===== config.mk =====
export PLATFORM = sky130hd
export DESIGN_NAME = char_lcd_four_bit_controller
export DESIGN_NICKNAME = d
export VERILOG_FILES = /design/src/clcd_pkg.sv /design/src/clcd_bcd.sv /design/src/clcd_byte_tx.sv /design/src/char_lcd_four_bit_controller.sv
export SDC_FILE = /design/constraint.sdc
export NUM_CORES = 1
export LEC_CHECK = 0
export ABC_AREA = 1
export BUFFER_PORTS_ARGS = -buffer_cell sky130_fd_sc_hd__buf_2
export CAP_MARGIN = 0
export CORE_MARGIN = 1
export CORE_UTILIZATION = 25
export CTS_BUF_LIST = sky130_fd_sc_hd__clkbuf_4 sky130_fd_sc_hd__clkbuf_8
export CTS_CLUSTER_SIZE = 24
export DETAILED_ROUTE_END_ITERATION = 7
export PLACE_DENSITY = 0.51
export SYNTH_ARGS = -nofsm -noshare
export SYNTH_HDL_FRONTEND = slang
export SYNTH_SLANG_ARGS = --single-unit
export TNS_END_PERCENT = 100

===== constraint.sdc =====
create_clock -name clk -period 3.82 [get_ports clk]
set_input_delay 0.191 -clock clk [delete_from_list [all_inputs] [get_ports clk]]
set_output_delay 0.191 -clock clk [all_outputs]
set_load 0.05 [all_outputs]

===== src/clcd_pkg.sv =====
// ----------------------------------------------------------------------------
// Character LCD controller package
// Shared codes, constants, tables and types of the 4-bit LCD controller.
// ----------------------------------------------------------------------------
package clcd_pkg;

	// Request codes on the cmd input.
	localparam logic [2:0] CMD_COMMAND = 3'd0;
	localparam logic [2:0] CMD_DATA    = 3'd1;
	localparam logic [2:0] CMD_CURSOR  = 3'd2;
	localparam logic [2:0] CMD_NUMBER  = 3'd3;
	localparam logic [2:0] CMD_INIT    = 3'd4;

	// Configuration register indexes.
	localparam int CFG_INDEX_W = 1;
	localparam logic [CFG_INDEX_W-1:0] REG_PULSE_HOLD = 1'b0;
	localparam logic [CFG_INDEX_W-1:0] REG_POWER_WAIT = 1'b1;

	localparam logic [7:0] PULSE_HOLD_RESET = 8'd30;
	localparam logic [7:0] POWER_WAIT_RESET = 8'd35;

	// Decimal conversion sizes.
	localparam int NUM_W      = 32;
	localparam int BCD_DIGITS = 10;
	localparam int BCD_W      = 4 * BCD_DIGITS;
	localparam int BIT_CNT_W  = $clog2(NUM_W);
	localparam int DIG_CNT_W  = $clog2(BCD_DIGITS + 1);

	localparam logic [3:0] ASCII_DIGIT_HI = 4'h3;
	localparam logic [7:0] CURSOR_SET     = 8'h80;
	localparam logic [2:0] INIT_STEPS     = 3'd5;

	// DDRAM address of the first column of each display row.
	function automatic logic [7:0] row_base(input logic [1:0] row);
		logic [7:0] base;
		case (row)
			2'd0:    base = 8'h00;
			2'd1:    base = 8'h40;
			2'd2:    base = 8'h14;
			default: base = 8'h54;
		endcase
		return base;
	endfunction

	// Power-up command sequence: home, 4-bit two-line, display on,
	// clear, entry mode increment.
	function automatic logic [7:0] init_cmd(input logic [2:0] idx);
		logic [7:0] code;
		case (idx)
			3'd0:    code = 8'h02;
			3'd1:    code = 8'b0010_1000;
			3'd2:    code = 8'b0000_1100;
			3'd3:    code = 8'h01;
			default: code = 8'h06;
		endcase
		return code;
	endfunction

	// Settling time in ms added after each power-up command.
	function automatic logic [1:0] init_delay(input logic [2:0] idx);
		logic [1:0] dly;
		case (idx)
			3'd0:    dly = 2'd2;
			3'd3:    dly = 2'd2;
			default: dly = 2'd1;
		endcase
		return dly;
	endfunction

	// One byte (or one idle wait) handed to the nibble transmitter.
	typedef struct packed {
		logic       wait_only;
		logic       rs;
		logic [7:0] data;
		logic [1:0] post_delay;
		logic       last;
	} tx_req_t;

	// One pin-state event.
	typedef struct packed {
		logic       rs;
		logic [3:0] nibble;
		logic       enable;
		logic [8:0] hold;
		logic       last;
	} pin_event_t;

endpackage


===== src/clcd_bcd.sv =====
// ----------------------------------------------------------------------------
// Bit-serial binary to BCD converter
// Shift-and-add-3 conversion, one binary bit per clock.
// ----------------------------------------------------------------------------
module clcd_bcd (
	input  logic                          clk,
	input  logic                          arst_n,
	input  logic                          start,
	input  logic [clcd_pkg::NUM_W-1:0]    value,
	output logic                          done,
	output logic [clcd_pkg::BCD_W-1:0]    bcd
);

	logic                              run_q;
	logic                              done_q;
	logic [clcd_pkg::BIT_CNT_W-1:0]    cnt_q;
	logic [clcd_pkg::NUM_W-1:0]        bin_q;
	logic [clcd_pkg::BCD_W-1:0]        bcd_q;
	logic [clcd_pkg::BCD_W-1:0]        adj;

	// Every digit of five or more gets three added before the next shift.
	always_comb begin
		for (int d = 0; d < clcd_pkg::BCD_DIGITS; d++) begin
			adj[4*d +: 4] = (bcd_q[4*d +: 4] >= 4'd5) ? bcd_q[4*d +: 4] + 4'd3
			                                          : bcd_q[4*d +: 4];
		end
	end

	always_ff @(posedge clk or negedge arst_n) begin
		if (!arst_n) begin
			run_q  <= 1'b0;
			done_q <= 1'b0;
			cnt_q  <= '0;
		end else begin
			done_q <= 1'b0;
			if (start) begin
				run_q <= 1'b1;
				cnt_q <= '0;
				bin_q <= value;
				bcd_q <= '0;
			end else if (run_q) begin
				bcd_q <= {adj[clcd_pkg::BCD_W-2:0], bin_q[clcd_pkg::NUM_W-1]};
				bin_q <= {bin_q[clcd_pkg::NUM_W-2:0], 1'b0};
				cnt_q <= cnt_q + 1'b1;
				if (cnt_q == clcd_pkg::BIT_CNT_W'(clcd_pkg::NUM_W - 1)) begin
					run_q  <= 1'b0;
					done_q <= 1'b1;
				end
			end
		end
	end

	assign done = done_q;
	assign bcd  = bcd_q;

endmodule


===== src/clcd_byte_tx.sv =====
// ----------------------------------------------------------------------------
// Nibble transmitter
// Turns one byte into four enable-pulse events, or emits one idle wait.
// ----------------------------------------------------------------------------
module clcd_byte_tx (
	input  logic                    clk,
	input  logic                    arst_n,
	input  logic                    req_valid,
	input  clcd_pkg::tx_req_t       req,
	input  logic [7:0]              pulse_hold,
	input  logic [7:0]              power_wait,
	output logic                    ready,
	output logic                    ev_strobe,
	output clcd_pkg::pin_event_t    ev
);

	logic                    active_q;
	logic [1:0]              phase_q;
	logic                    strobe_q;
	clcd_pkg::tx_req_t       req_q;
	clcd_pkg::pin_event_t    ev_q;

	always_ff @(posedge clk or negedge arst_n) begin
		if (!arst_n) begin
			active_q <= 1'b0;
			phase_q  <= '0;
			strobe_q <= 1'b0;
		end else begin
			strobe_q <= active_q;
			if (active_q) begin
				phase_q <= phase_q + 2'd1;
				if (req_q.wait_only) begin
					ev_q.rs     <= 1'b0;
					ev_q.nibble <= '0;
					ev_q.enable <= 1'b0;
					ev_q.hold   <= {1'b0, power_wait};
					ev_q.last   <= req_q.last;
					active_q    <= 1'b0;
				end else begin
					// Phases: high nibble with E high, E low, then low nibble the same.
					ev_q.rs     <= req_q.rs;
					ev_q.nibble <= phase_q[1] ? req_q.data[3:0] : req_q.data[7:4];
					ev_q.enable <= ~phase_q[0];
					if (phase_q == 2'd3) begin
						ev_q.hold <= {1'b0, pulse_hold} + {7'd0, req_q.post_delay};
						ev_q.last <= req_q.last;
						active_q  <= 1'b0;
					end else begin
						ev_q.hold <= {1'b0, pulse_hold};
						ev_q.last <= 1'b0;
					end
				end
			end else if (req_valid) begin
				req_q    <= req;
				active_q <= 1'b1;
				phase_q  <= '0;
			end
		end
	end

	assign ready     = ~active_q;
	assign ev_strobe = strobe_q;
	assign ev        = ev_q;

endmodule


===== src/char_lcd_four_bit_controller.sv =====
// ----------------------------------------------------------------------------
// Character LCD controller, 4-bit bus
// Turns requests into timed pin-state events for an HD44780-style display.
// ----------------------------------------------------------------------------
//
// Channel   Signals                                       Transfer
// request   start, busy, cmd, byte_value, row, column,    start high, busy low
//           number
// event     result_strobe, rs_pin, data_nibble,           result_strobe high,
//           enable_pin, hold_ms, last                     one cycle each
// config    cfg_write, cfg_index, cfg_data                cfg_write high
//
// A command or data byte, and a cursor move, are handed to the nibble
// transmitter, which sends four events at one per cycle through one output
// register. A decimal number first runs the bit-serial BCD converter, then
// drops leading zeros one digit per cycle and sends each remaining digit
// as an ASCII byte. The nibble transmitter, which accepts a new byte only
// after its fourth event, sets the event rate. Reset clears both
// configuration registers to their defaults and leaves the block idle.
// Events cannot be stalled.
//
module char_lcd_four_bit_controller (
	input  logic                                 clk,
	input  logic                                 arst_n,
	input  logic                                 start,
	output logic                                 busy,
	input  logic [2:0]                           cmd,
	input  logic [7:0]                           byte_value,
	input  logic [7:0]                           row,
	input  logic [7:0]                           column,
	input  logic [31:0]                          number,
	input  logic                                 cfg_write,
	input  logic [clcd_pkg::CFG_INDEX_W-1:0]     cfg_index,
	input  logic [7:0]                           cfg_data,
	output logic                                 result_strobe,
	output logic                                 rs_pin,
	output logic [3:0]                           data_nibble,
	output logic                                 enable_pin,
	output logic [8:0]                           hold_ms,
	output logic                                 last
);

	typedef enum logic [2:0] {
		S_IDLE,
		S_ONE,
		S_CONV,
		S_SKIP,
		S_DIGITS,
		S_INIT
	} state_t;

	state_t                              state_q;
	logic [7:0]                          pulse_hold_q;
	logic [7:0]                          power_wait_q;
	logic                                one_rs_q;
	logic [7:0]                          one_data_q;
	logic [clcd_pkg::BCD_W-1:0]          digits_q;
	logic [clcd_pkg::DIG_CNT_W-1:0]      dig_cnt_q;
	logic [2:0]                          step_q;

	logic                                accept;
	logic                                conv_start;
	logic                                conv_done;
	logic [clcd_pkg::BCD_W-1:0]          conv_bcd;
	logic                                tx_req_valid;
	clcd_pkg::tx_req_t                   tx_req;
	logic                                tx_ready;
	logic                                issue;
	logic                                ev_strobe;
	clcd_pkg::pin_event_t                ev;
	logic [3:0]                          top_digit;

	assign busy       = (state_q != S_IDLE) | ~tx_ready;
	assign accept     = start & ~busy;
	assign conv_start = accept & (cmd == clcd_pkg::CMD_NUMBER);
	assign top_digit  = digits_q[clcd_pkg::BCD_W-1 -: 4];

	// Configuration registers.
	always_ff @(posedge clk or negedge arst_n) begin
		if (!arst_n) begin
			pulse_hold_q <= clcd_pkg::PULSE_HOLD_RESET;
			power_wait_q <= clcd_pkg::POWER_WAIT_RESET;
		end else if (cfg_write) begin
			case (cfg_index)
				clcd_pkg::REG_PULSE_HOLD: pulse_hold_q <= cfg_data;
				clcd_pkg::REG_POWER_WAIT: power_wait_q <= cfg_data;
				default: ;
			endcase
		end
	end

	// The byte offered to the transmitter depends only on the current state.
	always_comb begin
		tx_req       = '0;
		tx_req_valid = 1'b0;
		case (state_q)
			S_ONE: begin
				tx_req_valid = 1'b1;
				tx_req.rs    = one_rs_q;
				tx_req.data  = one_data_q;
				tx_req.last  = 1'b1;
			end
			S_DIGITS: begin
				tx_req_valid = 1'b1;
				tx_req.rs    = 1'b1;
				tx_req.data  = {clcd_pkg::ASCII_DIGIT_HI, top_digit};
				tx_req.last  = (dig_cnt_q == clcd_pkg::DIG_CNT_W'(1));
			end
			S_INIT: begin
				tx_req_valid = 1'b1;
				if (step_q == 3'd0) begin
					// The power-on wait comes before the first command.
					tx_req.wait_only = 1'b1;
				end else begin
					tx_req.data       = clcd_pkg::init_cmd(step_q - 3'd1);
					tx_req.post_delay = clcd_pkg::init_delay(step_q - 3'd1);
				end
				tx_req.last = (step_q == clcd_pkg::INIT_STEPS);
			end
			default: ;
		endcase
	end

	assign issue = tx_req_valid & tx_ready;

	// Request sequencer.
	always_ff @(posedge clk or negedge arst_n) begin
		if (!arst_n) begin
			state_q   <= S_IDLE;
			dig_cnt_q <= '0;
			step_q    <= '0;
		end else begin
			case (state_q)
				S_IDLE: begin
					if (accept) begin
						case (cmd)
							clcd_pkg::CMD_COMMAND: begin
								one_rs_q   <= 1'b0;
								one_data_q <= byte_value;
								state_q    <= S_ONE;
							end
							clcd_pkg::CMD_DATA: begin
								one_rs_q   <= 1'b1;
								one_data_q <= byte_value;
								state_q    <= S_ONE;
							end
							clcd_pkg::CMD_CURSOR: begin
								// Rows past the fourth produce no events at all.
								if (row <= 8'd3) begin
									one_rs_q   <= 1'b0;
									one_data_q <= clcd_pkg::CURSOR_SET
									              + clcd_pkg::row_base(row[1:0]) + column;
									state_q    <= S_ONE;
								end
							end
							clcd_pkg::CMD_NUMBER: begin
								state_q <= S_CONV;
							end
							clcd_pkg::CMD_INIT: begin
								step_q  <= '0;
								state_q <= S_INIT;
							end
							default: ;
						endcase
					end
				end
				S_ONE: begin
					if (issue) begin
						state_q <= S_IDLE;
					end
				end
				S_CONV: begin
					if (conv_done) begin
						digits_q  <= conv_bcd;
						dig_cnt_q <= clcd_pkg::DIG_CNT_W'(clcd_pkg::BCD_DIGITS);
						state_q   <= S_SKIP;
					end
				end
				S_SKIP: begin
					// Leading zeros are dropped, but the ones digit is always sent.
					if (top_digit == 4'd0 && dig_cnt_q > clcd_pkg::DIG_CNT_W'(1)) begin
						digits_q  <= {digits_q[clcd_pkg::BCD_W-5:0], 4'd0};
						dig_cnt_q <= dig_cnt_q - 1'b1;
					end else begin
						state_q <= S_DIGITS;
					end
				end
				S_DIGITS: begin
					if (issue) begin
						digits_q  <= {digits_q[clcd_pkg::BCD_W-5:0], 4'd0};
						dig_cnt_q <= dig_cnt_q - 1'b1;
						if (dig_cnt_q == clcd_pkg::DIG_CNT_W'(1)) begin
							state_q <= S_IDLE;
						end
					end
				end
				S_INIT: begin
					if (issue) begin
						step_q <= step_q + 3'd1;
						if (step_q == clcd_pkg::INIT_STEPS) begin
							state_q <= S_IDLE;
						end
					end
				end
				default: state_q <= S_IDLE;
			endcase
		end
	end

	clcd_bcd u_bcd (
		.clk    (clk),
		.arst_n (arst_n),
		.start  (conv_start),
		.value  (number),
		.done   (conv_done),
		.bcd    (conv_bcd)
	);

	clcd_byte_tx u_byte_tx (
		.clk        (clk),
		.arst_n     (arst_n),
		.req_valid  (tx_req_valid),
		.req        (tx_req),
		.pulse_hold (pulse_hold_q),
		.power_wait (power_wait_q),
		.ready      (tx_ready),
		.ev_strobe  (ev_strobe),
		.ev         (ev)
	);

	assign result_strobe = ev_strobe;
	assign rs_pin        = ev.rs;
	assign data_nibble   = ev.nibble;
	assign enable_pin    = ev.enable;
	assign hold_ms       = ev.hold;
	assign last          = ev.last;

	// A byte request keeps the block busy until its events are out.
	a_busy_after_byte: assert property (@(posedge clk) disable iff (!arst_n)
		accept && (cmd == clcd_pkg::CMD_COMMAND || cmd == clcd_pkg::CMD_DATA) |=> busy)
		else $error("busy dropped after a byte request");

	// An event seen while the block is idle must close its request.
	a_idle_event_last: assert property (@(posedge clk) disable iff (!arst_n)
		result_strobe && !busy |-> last)
		else $error("non-final event while idle");

	// The final event of a request is never followed at once by another event.
	a_gap_after_last: assert property (@(posedge clk) disable iff (!arst_n)
		result_strobe && last |=> !result_strobe)
		else $error("event directly after a final event");

	// Digit sending always has at least one digit left.
	a_digit_count: assert property (@(posedge clk) disable iff (!arst_n)
		(state_q == S_DIGITS || state_q == S_SKIP) |-> dig_cnt_q != '0)
		else $error("digit counter ran empty");

endmodule

==> results.tsv <==
metric	value	unit
outcome	completed	
FF+latch area	5440	um2
DIE WIDTH	197	um
initial antenna violation count	0	
Clock Latency Late Sink	0.47	ns
TNS Setup	0	ns
clock skew	0.0112	ns
ANT cells	0	
sw frac	37.9	%
worst reg2reg path startpoint	state_q[2]$_DFFE_PN0P_	
RR Endpoint	u_bcd.bin_q[8]$_DFFE_PP_	
grt ovf	0	
worst vdd ir	248	uV
final worst slack	1.45	ns
Tot GR Track Use	10.9	%
H-tree lvl count	4	
Seq pwr share	45.1	%
vias in the first global route	6928	
Initial Util	25.7	%
area of the multi-input gates	3400	um2
CP Class	reg -> reg	
Cells after Synth	1005	
Post-Route WL	20200	um
TritonCTS Buffers	17	
commonest non-fill, non-tap cell in the layout	nand2_1	
Startpoint Class	register	
RSZ-0062 raised after global routing	no	
Slew @ Worst Pin	1.06	ns
Hold Path Class	in -> reg	
syn_area_per_cell	9.44	um2
Clock power frac	18.7	%
Worst Setup End Kind	register	
share of cells above drive strength 1	13.8	%
final-report setup violation count	0	
cell area after layout	11300	um2
Die ar.	38700	um2
post-DR vias/cell	4.27	
Rel. slew slack	29.0	%
DP HPWL	13200	um
routed len/inst	12.3	um
Pre-antenna DRT Iters	5	
first-pass GRT wire length	33900	um
Root Buffer	clkbuf_8	
Placeable Area	37000	um2
Placement Rows	70	
initial DRC count	403	
reg-to-reg setup timing slack	1.45	ns
Synth async-reset ratio	19.8	%
filler cell count	3923	
Power, Total	7.57	mW
Setup Fix Bufs, Post-CTS	0	
Slew Viols, Final	0	
worst hold slack	0.0331	ns
ANT nets after route	0	
Pwr Density	667	nW/um2
post-synthesis sequential area ratio	57.3	%
critical path required time	3.97	ns
P_int	4.70	mW
leading cell types in the layout, fill and taps excluded	267 x nand2_1, 150 x edfxtp_1, 131 x o21ai_0	
post-place setup slack	1.45	ns
Nets	1243	
largest net degree at the start of global routing	81	
Final period util	61.9	%
Placement Cell Area	10500	um2
die height	197	um
Mapped Area	9490	um2
Finished Layout Cells	1649	
maximum capacitance violations	0	
Setup crit end	u_bcd.bin_q[8]$_DFFE_PP_	
Clock transition at path regs	0.09	ns
reg2reg path depth	8	
area grow syn2layout	19.6	%
synthesized flop and latch total	187	
gpl congestion	0.815	
CTS tree	built	
final hold vios	0	
CP Data Arrival Time	2.52	ns
CP Max Fanout	22	
achievable clock frequency	0.423	GHz
Main synth FF type	edfxtp_1	
PortBufs	89	
number of flops mapped to enable cells by yosys	150	
P_leak	4.77	nW
Layout Utilization	30.7	%
io pins	90	
Comb pwr share	36.2	%
total number of vias	7040	
Cells after DPL	1572	
origin of the worst setup path	state_q[2]$_DFFE_PN0P_	
DRC errors left	0	
minimum clock period	2.37	ns
synthesis warning total	0	
CTS sink count	187	
post-synth cell types	36	
Psw	2.87	mW
syn nets	1116	
CTS max path bufs	2	
[cells in the mapped netlist (4+ instances only)]
| library cell | n | area, um2 |
|---|---|---|
| nand4_1 | 18 | 113 |
| clkbuf_1 | 15 | 56.3 |
| nand2_1 | 267 | 1000 |
| nand3_1 | 35 | 175 |
| dfstp_2 | 7 | 184 |
| nor3_1 | 5 | 25.0 |
| o21ai_0 | 131 | 656 |
| o22ai_1 | 11 | 68.8 |
| dfrtp_1 | 30 | 751 |
| edfxtp_1 | 150 | 4500 |
| a21oi_1 | 45 | 225 |
| inv_1 | 123 | 462 |
| buf_4 | 4 | 30.0 |
| ha_1 | 38 | 475 |
| nand2_2 | 5 | 31.3 |
| xor2_1 | 22 | 193 |
| buf_2 | 12 | 60.1 |
| nor2_1 | 49 | 184 |
| inv_2 | 6 | 22.5 |
[per-layer routing]
| metal | up-vias | part of all wire, % | GRT usage, % |
|---|---|---|---|
| met5 | - | 0 | 0 |
| met2 | 153 | 46 | 18.1 |
| met1 | 3262 | 49 | 14.5 |
| li1 | 3607 | - | - |
| met3 | 18 | 4.1 | 2.12 |
| met4 | 0 | 0.97 | 3.19 |
[state kept, by name, summed over array words and instances, names as in the netlist]
| signal | cells |
|---|---|
| digits_q | 40 |
| u_bcd.bcd | 40 |
| u_bcd.bin_q | 32 |
| u_byte_tx.ev | 16 |
| u_byte_tx.req_q | 13 |
| one_data_q | 8 |
| power_wait_q | 8 |
| pulse_hold_q | 8 |
| u_bcd.cnt_q | 5 |
| dig_cnt_q | 4 |
| state_q | 3 |
| step_q | 3 |
| u_byte_tx.phase_q | 2 |
| one_rs_q | 1 |
| u_bcd.done | 1 |
| u_bcd.run_q | 1 |
| u_byte_tx.active_q | 1 |
| u_byte_tx.ev_strobe | 1 |
[critical path, stage by stage (launching register included)]
cell and delay [ns]:
dfrtp_1 0.43, inv_2 0.12, nand2_2 0.10, nor2_4 0.14, nand2_2 0.11, nor2_2 0.13
nand2_2 0.23, a21oi_4 0.42, buf_4 0.36
[logic make-up (layout without fill, tap and decap cells)]
logic type | count (synthesis) | after routing | synth area share (%)
flops | 187 | 187 | 57.3
simple gates | 389 | 389 | 17.1
fa+ha+maj | 39 | 39 | 5.22
buf+inv | 166 | 306 | 7.04
compound gates | 199 | 199 | 11.0
xor+xnor | 25 | 25 | 2.31
[worst min-delay path by stage]
stage | from | to | slack, ns | depth (start not counted)
floorplan | arst_n | dig_cnt_q[0]$_DFFE_PN0P_ | -0.10 | 0
global placement | arst_n | u_byte_tx.phase_q[1]$_DFFE_PN0P_ | 0.13 | 1
detailed placement | arst_n | u_byte_tx.ev_strobe$_DFF_PN0_ | 0.13 | 1
CTS | cmd[1] | one_rs_q$_DFFE_PP_ | 0.004 | 2
global route | byte_value[6] | one_data_q[6]$_DFFE_PP_ | 0.006 | 3
finish | byte_value[4] | one_data_q[4]$_DFFE_PP_ | 0.03 | 3
[power by group through the flow]
stage | Sequential (mW) | Clock (mW) | Combinational (mW)
2_1_floorplan | 3.49 | 0 | 1.99
3_3_place_gp | 3.44 | 0 | 2.69
3_5_place_dp | 3.45 | 0 | 2.73
4_1_cts | 3.42 | 1.47 | 2.77
5_1_grt | 3.50 | 1.54 | 3.18
6_report | 3.42 | 1.41 | 2.74
[timing repair]
| item | CTS | global route |
|---|---|---|
| resized for setup | 0 | 0 |
| hold endpoints to repair | 73 | 0 |
| hold buffers | 45 | 0 |
[final cells by class]
class                      instances  share of cell area, %
inverter                         132                   4.37
timing repair buffer             142                   8.45
clock inverter                    10                   1.22
clock buffer                      22                   2.50
sequential                       187                   47.9
tap                              504                   5.56
multi-input combinational        652                   30.0
Power figures use the tool's default switching activity.
